## src/lobm_pkg.sv

```systemverilog
// ----------------------------------------------------------------------------
// lobm_pkg
// Types and constants shared by the order book cells and the top level.
// ----------------------------------------------------------------------------
package lobm_pkg;

    localparam int IDX_W   = 6;   // slot index, up to 64 slots
    localparam int CNT_W   = 7;   // sweep counter, holds slot count + 1
    localparam int AVAIL_W = 38;  // sum of up to 64 quantities of 32 bits

    localparam logic [1:0] KIND_ADD    = 2'd0;
    localparam logic [1:0] KIND_CANCEL = 2'd1;
    localparam logic [1:0] KIND_MODIFY = 2'd2;
    localparam logic [1:0] KIND_NONE   = 2'd3;

    localparam logic [1:0] TIF_GTC = 2'd0;
    localparam logic [1:0] TIF_FOK = 2'd2;

    localparam logic [2:0] ST_NEW       = 3'd0;
    localparam logic [2:0] ST_PARTIAL   = 3'd1;
    localparam logic [2:0] ST_FILLED    = 3'd2;
    localparam logic [2:0] ST_CANCELLED = 3'd3;
    localparam logic [2:0] ST_REJECTED  = 3'd4;

    localparam logic [2:0] REJ_NONE     = 3'd0;
    localparam logic [2:0] REJ_UNKNOWN  = 3'd1;
    localparam logic [2:0] REJ_DUP      = 3'd2;
    localparam logic [2:0] REJ_BAD_QTY  = 3'd3;
    localparam logic [2:0] REJ_BAD_PX   = 3'd4;
    localparam logic [2:0] REJ_NO_LIQ   = 3'd5;
    localparam logic [2:0] REJ_FOK      = 3'd6;
    localparam logic [2:0] REJ_POOL     = 3'd7;

    localparam logic REC_TRADE  = 1'b0;
    localparam logic REC_RESULT = 1'b1;

    typedef enum logic [1:0] {
        CMD_NONE,
        CMD_INSERT,
        CMD_SET_LEFT,
        CMD_CLEAR
    } cmd_op_t;

    typedef struct packed {
        cmd_op_t            op;
        logic [IDX_W-1:0]   idx;
        logic [31:0]        ident;
        logic [15:0]        trader;
        logic               side;
        logic signed [31:0] price;
        logic [31:0]        left;
        logic [31:0]        arrival;
    } cmd_t;

    typedef struct packed {
        logic [31:0]        ident;
        logic               side;
        logic               market;
        logic signed [31:0] price;
    } query_t;

    typedef struct packed {
        logic                found;
        logic [IDX_W-1:0]    found_idx;
        logic [15:0]         found_trader;
        logic                found_side;
        logic signed [31:0]  found_price;
        logic [31:0]         found_left;
        logic                best_ok;
        logic [IDX_W-1:0]    best_idx;
        logic [31:0]         best_ident;
        logic [15:0]         best_trader;
        logic signed [31:0]  best_price;
        logic [31:0]         best_left;
        logic [31:0]         best_arr;
        logic [AVAIL_W-1:0]  avail;
        logic                free_ok;
        logic [IDX_W-1:0]    free_idx;
    } sweep_t;

    typedef struct packed {
        logic               kind;
        logic               last;
        logic [31:0]        ident;
        logic [15:0]        trader;
        logic signed [31:0] price;
        logic [31:0]        amount;
        logic [31:0]        left;
        logic [2:0]         state;
        logic [2:0]         code;
        logic               lp;
        logic [31:0]        seq;
        logic [63:0]        ts;
    } rec_t;

endpackage

```

## src/lobm_cell.sv

```systemverilog
// ----------------------------------------------------------------------------
// lobm_cell
// One book slot. Folds its slot into the sweep beat passing down the chain.
// ----------------------------------------------------------------------------
module lobm_cell #(
    parameter int IDX = 0
) (
    input  logic             clk,
    input  logic             rst_n,
    input  lobm_pkg::cmd_t   cmd,
    input  lobm_pkg::query_t query,
    input  lobm_pkg::sweep_t sweep_in,
    output lobm_pkg::sweep_t sweep_out
);
    import lobm_pkg::*;

    logic               used_reg;
    logic [31:0]        ident_reg;
    logic [15:0]        trader_reg;
    logic               side_reg;
    logic signed [31:0] price_reg;
    logic [31:0]        left_reg;
    logic [31:0]        arr_reg;
    sweep_t             sweep_reg;
    sweep_t             sweep_next;
    logic               elig;
    logic               take;
    logic               hit;

    assign hit = (cmd.op != CMD_NONE) && (cmd.idx == IDX_W'(IDX));

    always_comb
    begin
        sweep_next = sweep_in;
        elig = used_reg && (side_reg != query.side) &&
               (query.market || (query.side == 1'b0 ? price_reg <= query.price
                                                     : price_reg >= query.price));
        if (!sweep_in.best_ok)
            take = 1'b1;
        else if (price_reg != sweep_in.best_price)
            take = (query.side == 1'b0) ? (price_reg < sweep_in.best_price)
                                        : (price_reg > sweep_in.best_price);
        else
            take = arr_reg < sweep_in.best_arr;

        if (used_reg && ident_reg == query.ident && !sweep_in.found)
        begin
            sweep_next.found        = 1'b1;
            sweep_next.found_idx    = IDX_W'(IDX);
            sweep_next.found_trader = trader_reg;
            sweep_next.found_side   = side_reg;
            sweep_next.found_price  = price_reg;
            sweep_next.found_left   = left_reg;
        end
        if (elig)
        begin
            sweep_next.avail = sweep_in.avail + AVAIL_W'(left_reg);
            if (take)
            begin
                sweep_next.best_ok     = 1'b1;
                sweep_next.best_idx    = IDX_W'(IDX);
                sweep_next.best_ident  = ident_reg;
                sweep_next.best_trader = trader_reg;
                sweep_next.best_price  = price_reg;
                sweep_next.best_left   = left_reg;
                sweep_next.best_arr    = arr_reg;
            end
        end
        if (!used_reg && !sweep_in.free_ok)
        begin
            sweep_next.free_ok  = 1'b1;
            sweep_next.free_idx = IDX_W'(IDX);
        end
    end

    always_ff @(posedge clk or negedge rst_n)
    begin
        if (!rst_n)
            used_reg <= 1'b0;
        else if (hit)
        begin
            case (cmd.op)
                CMD_INSERT:   used_reg <= 1'b1;
                CMD_SET_LEFT: if (cmd.left == 32'd0) used_reg <= 1'b0;
                CMD_CLEAR:    used_reg <= 1'b0;
                default:      used_reg <= used_reg;
            endcase
        end
    end

    always_ff @(posedge clk)
    begin
        sweep_reg <= sweep_next;
        if (hit && cmd.op == CMD_INSERT)
        begin
            ident_reg  <= cmd.ident;
            trader_reg <= cmd.trader;
            side_reg   <= cmd.side;
            price_reg  <= cmd.price;
            left_reg   <= cmd.left;
            arr_reg    <= cmd.arrival;
        end
        else if (hit && cmd.op == CMD_SET_LEFT)
            left_reg <= cmd.left;
    end

    assign sweep_out = sweep_reg;

endmodule

```

## config.mk

```make
export PLATFORM = sky130hd
export DESIGN_NAME = lobm_cell
export DESIGN_NICKNAME = d
export VERILOG_FILES = /design/src/lobm_pkg.sv /design/src/lobm_cell.sv
export SDC_FILE = /design/constraint.sdc
export NUM_CORES = 1
export LEC_CHECK = 0
export BUFFER_PORTS_ARGS = -buffer_cell sky130_fd_sc_hd__buf_4
export CORE_AREA = 10 10 299 301
export CTS_CLUSTER_DIAMETER = 30
export DETAILED_ROUTE_END_ITERATION = 16
export DIE_AREA = 0 0 309 311
export SYNTH_ARGS = -nofsm -noshare
export SYNTH_HDL_FRONTEND = slang
export SYNTH_SLANG_ARGS = --single-unit
```

## constraint.sdc

```tcl
create_clock -name clk -period 3.7 [get_ports clk]
set_input_delay 0.74 -clock clk [delete_from_list [all_inputs] [get_ports clk]]
set_output_delay 0.74 -clock clk [all_outputs]
set_load 0.05 [all_outputs]
```

# Yosys cells after proc, flatten, opt, wreduce, memory -nomap -nowiden
# Index checks and enable logic that the tools add are counted.
[word_totals]
out_inout_bits = 284
ff_bits = 430
elab_cells = 65
inputBits = 505
[op_classes]
n_mux = 11
n_lt_le_gt_ge = 5
n_reduce_logical = 18
add_sub_neg = 1
n_eq_ne = 7
[op_table]
columns = ["operator", "n"]
rows = [
  ["2-to-1 mux 189 bit", 1],
  ["2-to-1 mux 151 bit", 1],
  ["2-to-1 mux 81 bit", 1],
  ["< comparator 32 bit", 2],
  ["2-to-1 mux 32 bit", 2],
  ["adder 38 x 32 -> 38 bit", 1],
  ["== test 32 bit", 1],
  ["greater-or-equal comparator 32 bit", 1],
  ["> comparator 32 bit", 1],
  ["less-or-equal comparator 32 bit", 1],
  ["zero test 32 bit", 1],
  ["inequality test 32 bit", 1],
  ["logical AND 1 bit", 8],
  ["zero test 6 bit", 1],
  ["2-to-1 mux 1 bit", 5],
  ["== test 2 bit, second input constant", 2],
  ["nonzero test 2 bit", 2],
  ["zero test 1 bit", 3],
  ["one-hot mux 1 bit (3 select lines)", 1],
  ["AND reduction 3 bit", 1],
  ["nonzero test 3 bit", 1],
  ["== test 2 x 1 -> 1 bit, second input constant", 1],
  ["inequality test 2 bit, second input constant", 1],
  ["logical OR 1 bit", 1],
  ["inequality test 1 bit", 1],
]

# Logic depth before layout (Yosys ltp)
# Gate-level depths: netlist (run 1).
[logic_depth]
ltp_word = 6
ltp_mapped = 13
mapped_depth_nobuf = 12

# Worst setup path before layout (run 1)
# Ideal clock, no wire load.
[synth_path]
kind = "input -> register"
from = "input cmd[145] in the netlist's numbering"
to = "register arr_reg[0], enable pin"
t_required_ps = 3113
path_stages = 3
arrival_ps = 5881
path_buffers = 0
setup_slack_ps = -2768
setup_ps = 587
cell_sequence = "nor4_1 -> o211ai_1 -> nor2_1"
[synth_via]
elab_chain_cells = 3
[synth_rtl]
columns = ["element", "line_no", "source"]
rows = [
  ["start, declared", "lobm_cell.sv:10", "input lobm_pkg::cmd_t cmd,"],
  ["zero test 6 bit", "lobm_cell.sv:30", "assign hit = (cmd.op != CMD_NONE) && (cmd.idx == IDX_W'(IDX));"],
  ["logical AND 1 bit", "lobm_cell.sv:30", ""],
  ["logical AND 1 bit", "lobm_cell.sv:94", "if (hit && cmd.op == CMD_INSERT)"],
  ["end signal, assigned", "lobm_cell.sv:101", "arr_reg <= cmd.arrival;"],
  ["end, declared", "lobm_cell.sv:23", "logic [31:0] arr_reg;"],
]
# Every way passes these cells.
# A chain may end at the register's enable or synchronous reset.

==> impl_metrics.csv, run 1 <==
group,metric,value,unit
timing,finalHoldViolCount,0,
route,dr.first_iter.drc_count,568,
clock_tree,clk_pin_slew_worst_paths,0.05,ns
logic_synthesis,synth_sequential_area_ratio,56.4,%
floorplan,die-area,0.0961,mm2
finish,n_fill_cell,8304,
route,count_of_vias_placed_by_the_detailed_router,14800,
timing,fin_crit_share,97.6,%
route,drc,0,
logic_synthesis,syn-instance-count,1426,
floorplan,initial_utilization,21.4,%
route,avgViaCountPerCell,4.17,
setup_path,cp.arrival,4.15,ns
finish,post_route_insts_no_fill,3544,
placed_design,portBuffers,788,
logic_synthesis,synth_fp_nets,2059,
power,total_leakage_power,0.0134,uW
placed_design,detailed_place_hpwl,67500,um
finish,area.growth.synth_to_final,66.2,%
placed_design,place.gp.congestion,0.888,
timing,clock.fmax,277,MHz
route,route.final.wire_length,82400,um
global_route,via_count_of_the_first_global_routing_pass,16300,
run_status,result_of_the_run,"finished, final reports clean",
logic_synthesis,synth_seq_cells,430,
logic_synthesis,ys_async_sr_fraction,0.233,%
route,route.layer.met1.wl,31000,um
placed_design,dp_worst_setup_slack,-0.698,ns
clock_tree,cts_max_path_buffers,3,
logic_synthesis,post_synth.cell_area_avg,12.5,um2
timing,slew_headroom,44.1,%
global_route,grt_max_degree,66,
logic_synthesis,count_of_flip_flops_with_a_built_in_enable_after_synthesis,145,
floorplan,die_y,311,um
setup_path,cp-start-kind,"flop",
setup_path,reg2regPathDepth,14,
route,detailroute.wirelength.met3,8130,um
floorplan,fp.coreArea,0.0833,mm2
setup_path,worstSetupEndpointType,"flop",
finish,layout.nets,2999,
route,first_pass_iters,5,
min_path,holdCritPathClass,"input pin to flop",
timing,skew,0.0385,ns
floorplan,io-pin-count,789,
logic_synthesis,netlist_area,0.0178,mm2
logic_synthesis,post-synth-top-area-cell,"dfxtp_1",
min_path,min_delay_path_depth,1,
route,route.met2.wl,41800,um
timing,tightestPinTransition,0.831,ns
timing,grt_setup_unrepaired,"yes",
global_route,grt_antenna_before_repair,12,
route,drt-wirelength-per-cell,23.2,um
finish,final_design_area_no_fill,0.0297,mm2
setup_path,worst-setup-path-type,"flop to flop",
power,peakVddDrop,0.000469,V
finish,postLayoutCoreUtil,35.6,%
route,route.antenna.remaining_nets,0,
floorplan,fp-row-count,106,
setup_path,cp_data_required_time,4.24,ns
global_route,grtUsageTotal,16.3,%
clock_tree,cts_max_level,3,
logic_synthesis,synth_top_flop_cell,"dfxtp_1",
clock_tree,cts_root_buf,"clkbuf_16",
job,max_cap_viol_count,0,
logic_synthesis,yosys_warnings,0,
placed_design,number_of_cells_in_the_design_after_placement,3326,
logic_synthesis,synth_largest_type_area_fraction,31.9,%
clock_tree,worst_skew_pair.late_latency,0.68,ns
placed_design,standard_cell_area_after_detailed_placement,0.0255,mm2
timing,timing.hold.ws,0.235,ns
global_route,first_pass_grt_wire_length,114000,um
clock_tree,cts_inserted_buffers,109,
timing,layout_min_cycle_time,3.61,ns
power,power_density,583,mW/mm2
finish,layout-drive-gt1-share,48.8,%
timing,layout_setup_ws,0.0899,ns
timing,final_setup_violating_endpoints,0,
floorplan,chipWidth,309,um
global_route,grt_remaining_overflow,0,
logic_synthesis,synthTopCellsByCount,"284 x dfxtp_1, 145 x edfxtp_1, 132 x mux2_2, 127 x ha_1, 109 x inv_1",
finish,largest_register_ff_count,284,
setup_path,critPathMaxFanout,21,
logic_synthesis,synth_top_cells_by_area,"dfxtp_1 32%, edfxtp_1 24%, ha_1 8.9%, mux2_2 8.3%, mux2_1 5.9%",
clock_tree,clock_sinks,430,
logic_synthesis,synthMostInstantiatedCell,"dfxtp_1",
clock_tree,clock_tree_from_tritoncts,"built",
timing,timing.final.max_slew_violations,0,
route,maxUsedRoutingLayer,"met5",
logic_synthesis,post_synth_num_cell_types,59,
-- final cells by class --
class                           count  area, um2  area share (%)
Sequential cell                   430      10100            33.9
Multi-Input combinational cell    850       7290            24.6
Timing Repair Buffer              866       6730            22.7
Clock buffer                      133       2930            9.88
Tap cell                         1080       1350            4.55
Clock inverter                     75        891            3.00
Inverter                          109        409            1.38
Antenna cell                        1       2.50         0.00843
-- cell families (layout without fill, tap and decap cells) --
group / count (synthesis) / count (layout) / share of synthesized area (%)
AND/OR/NAND/NOR: 216 / 216 / 6.25
buffers and inverters: 146 / 1183 / 3.36
multiplexers: 227 / 227 / 14.3
other: 0 / 1 / 0
flip-flops: 430 / 430 / 56.4
XOR/XNOR: 68 / 68 / 3.34
AO/OA/AOI/OAI: 211 / 211 / 7.33
adder cells (fa/ha/maj): 128 / 128 / 9.02
-- power by group --
| part | switching (uW) | leakage, uW | internal, uW | total [uW] |
|---|---|---|---|---|
| clock network | 3120 | 0.00183 | 6560 | 9680 |
| registers | 92.5 | 0.00371 | 5120 | 5210 |
| logic | 1420 | 0.00787 | 987 | 2400 |
| total | 4630 | 0.0134 | 12700 | 17300 |
-- path summary, 6_finish.rpt --
path | slack (ns) | from | to
max reg2reg | 0.09 | price_reg[30] | sweep_out[91]
min in group asynchronous | 0.42 | rst_n | used_reg
max | 0.09 | price_reg[30] | sweep_out[91]
min | 0.23 | cmd[136] | ident_reg[23]
min reg2reg | 0.48 | trader_reg[10] | sweep_out[151]
max in group asynchronous | 3.20 | rst_n | used_reg
-- cells in the final DEF, fill, tap and decap left out, drive strengths merged, types with 3 or more instances in the layout --
cell type,netlist,routed
and4,3,3
a31oi,7,7
a211o,4,4
nor4,15,15
nor3,8,8
a21oi,63,63
nand2b,11,11
clkinvlp,0,15
mux2,226,226
and2,7,7
nand2,68,68
a21o,28,28
edfxtp,145,145
o211ai,11,11
o21a,3,3
clkinv,0,39
buf,19,861
and3,3,3
bufinv,0,13
nand3,14,14
inv,109,117
a2111oi,3,3
nor3b,3,3
ha,127,127
xnor2,44,44
clkbuf,18,137
nand4,33,33
nor2b,18,18
nor2,25,25
xor2,24,24
a211oi,8,8
o21ai,64,64
dfxtp,284,284
-- per-layer routing --
metal / vias up / GRT usage (%)
li1: 7079 / -
met1: 6948 / 17.2
met2: 616 / 29.3
met3: 106 / 7.05
met4: 14 / 4.38
met5: - / 0
-- per-stage QoR --
| stage | power [uW] | setup TNS, ns |
|---|---|---|
| after global placement | 7660 | -87.26 |
| after detailed placement | 7680 | -93.89 |
| after global routing | 17900 | -0.386 |
| after floorplan | 6560 | 0 |
| after CTS | 17500 | 0 |
| final | 17300 | 0 |
-- what timing repair did --
action	in CTS	in global routing
pin swaps	2	4
hold buffers	1	0
resized for setup	8	19
setup endpoints to repair	150	144
hold endpoints to repair	1	0
buffers inserted	3	1
gates cloned	1	4
-- critical path, stage by stage (launching register included) --
cell      delay (ns)
edfxtp_1        0.52
buf_6           0.20
ha_1            0.30
a21oi_1         0.16
nand2_1         0.07
a221o_1         0.35
a211o_1         0.27
a31oi_2         0.17
xnor2_1         0.08
a31o_2          0.28
a31oi_4         0.17
buf_12          0.15
buf_12          0.17
buf_12          0.19
mux2_2          0.36
(Power assumes the default switching activity.)
==> inputs of run 2 (changes only) <==
clock period = 4.2 ns   (was 3.7 ns; I/O delays follow)
==> impl_metrics.csv, run 2 (synthesis results as in run 1) <==
group,metric,value,unit
run_status,result_of_the_run,"finished, final reports clean",
global_route,grtUsageTotal,15.9,%
route,drc,0,
setup_path,cp_data_required_time,4.76,ns
clock_tree,cts.repair_timing.setup_buffer_count,0,
floorplan,fp.coreArea,0.0833,mm2
setup_path,critPathMaxFanout,3,
timing,timing.hold.ws,0.363,ns
finish,layout.nets,2948,
timing,tns,0,ns
job,max_cap_viol_count,0,
floorplan,fp-row-count,106,
setup_path,worst-setup-path-type,"flop to flop",
route,route.final.wire_length,79900,um
timing,fin_crit_share,89.6,%
timing,finalHoldViolCount,0,
timing,timing.final.max_slew_violations,0,
finish,largest_register_ff_count,284,
setup_path,worstSetupEndpointType,"flop",
global_route,grt_max_degree,70,
clock_tree,cts_hold_buffers,1,
timing,grt_setup_unrepaired,"no",
timing,skew,0.0281,ns
setup_path,crit_path_top_delay_cell,"edfxtp_1",
clock_tree,cts_max_level,3,
power,total_leakage_power,0.0130,uW
setup_path,cp.buffers_inverters,1,
timing,tightestPinTransition,0.844,ns
setup_path,cp.arrival,4.32,ns
placed_design,portBuffers,788,
clock_tree,clock_tree_from_tritoncts,"built",
clock_tree,cts_root_buf,"clkbuf_16",
floorplan,io-pin-count,789,
floorplan,initial_utilization,21.4,%
clock_tree,worst_skew_pair.late_latency,0.65,ns
setup_path,r2r_slack,0.44,ns
clock_tree,postCtsResizedCells,0,
timing,layout_min_cycle_time,3.76,ns
global_route,grt_remaining_overflow,0,
floorplan,die_y,311,um
finish,area.growth.synth_to_final,61.3,%
power,power_density,504,mW/mm2
route,route.antenna.remaining_nets,0,
clock_tree,clock_sinks,430,
placed_design,place.gp.congestion,0.898,
global_route,grt_antenna_before_repair,17,
route,first_pass_iters,4,
route,count_of_vias_placed_by_the_detailed_router,14400,
finish,layout-drive-gt1-share,47.3,%
route,avgViaCountPerCell,4.14,
route,drt-wirelength-per-cell,22.9,um
timing,slew_headroom,43.7,%
min_path,holdCritPathClass,"input pin to flop",
clock_tree,cts_max_path_buffers,3,
finish,layout_common_cells,"813 x buf_4, 284 x dfxtp_1, 145 x edfxtp_1, 132 x mux2_2, 127 x ha_1",
setup_path,crit_path_cell_trace,"ha_1 > inv_1 > fa_1 > nand2b_1 > a21oi_1 > o311a_1 > a21oi_1 > o21a_1 > or4_1 > nand3_1 > nor4b_1 > xor2_1",
setup_path,cp-start-kind,"flop",
power,peakVddDrop,0.000394,V
finish,layout_commonest_cell,"buf_4",
global_route,first_pass_grt_wire_length,111000,um
timing,clock.fmax,266,MHz
floorplan,chipWidth,309,um
placed_design,detailed_place_hpwl,66900,um
setup_path,crit_path_leading_delay_family,"simple AND/OR/NAND/NOR gates",
floorplan,die-area,0.0961,mm2
setup_path,cpMostUsedCell,"a21oi_1",
route,dr.first_iter.drc_count,573,
global_route,via_count_of_the_first_global_routing_pass,15500,
timing,final_setup_violating_endpoints,0,
clock_tree,clk_pin_slew_worst_paths,0.05,ns
clock_tree,cts_inserted_buffers,103,
setup_path,timing.critical_path.slowest_cell_delay,0.52,ns
## run 2: cell count changes in the layout (fill, tap and decap cells not counted), sizes merged
cell and delta:
buf -41, clkbuf -13, clkinvlp -6, bufinv -4, clkinv +4, inv +1
## run 2: report_power, final
| part | switching (uW) | internal (uW) | total (uW) |
|---|---|---|---|
| Clock | 2640 | 5220 | 7860 |
| Combinational | 1220 | 833 | 2060 |
| Sequential | 82.7 | 4510 | 4590 |
| Total | 3940 | 10600 | 14500 |
## run 2: final timing paths
| check | from | endpoint | cells after the start |
|---|---|---|---|
| min reg2reg | trader_reg[12] | sweep_out[153] | 1 |
| max reg2reg | left_reg[0] | sweep_out[43] | 12 |
| min | cmd[25] | arr_reg[25] | 1 |
| max in group asynchronous | rst_n | used_reg | 2 |
| min in group asynchronous | rst_n | used_reg | 2 |
| max | left_reg[0] | sweep_out[43] | 12 |
## run 2: area by class of cell
| class | count | area, um2 |
|---|---|---|
| Timing Repair Buffer | 821 | 6250 |
| Inverter | 109 | 409 |
| Multi-Input combinational cell | 850 | 7200 |
| Clock inverter | 70 | 766 |
| Tap cell | 1080 | 1350 |
| Clock buffer | 124 | 2740 |
| Fill cell | 8357 | 54500 |
| Sequential cell | 430 | 10100 |
| Antenna cell | 1 | 2.50 |
## run 2: metal layers
metal	vias up	share of wire, %	GRT usage, %	wire length [um]
li1	6970	-	-	-
met1	6736	38	17.1	30400
met2	620	50	28.2	40100
met3	98	9.6	6.30	7680
met4	10	2.2	4.96	1720
met5	-	0.083	0	66
## run 2: through the flow
step,utilization [%],total power [uW],cells,worst slack [ns],area (um2)
2_1_floorplan,-,5780,1426,0.776,17900
3_3_place_gp,30.3,6730,3289,0.112,25300
3_5_place_dp,30.3,6750,3289,0.00554,25300
4_1_cts,34.6,14700,3484,0.378,28800
5_1_grt,34.6,15000,3485,0.262,28800
6_report,34.6,14500,3485,0.437,28800
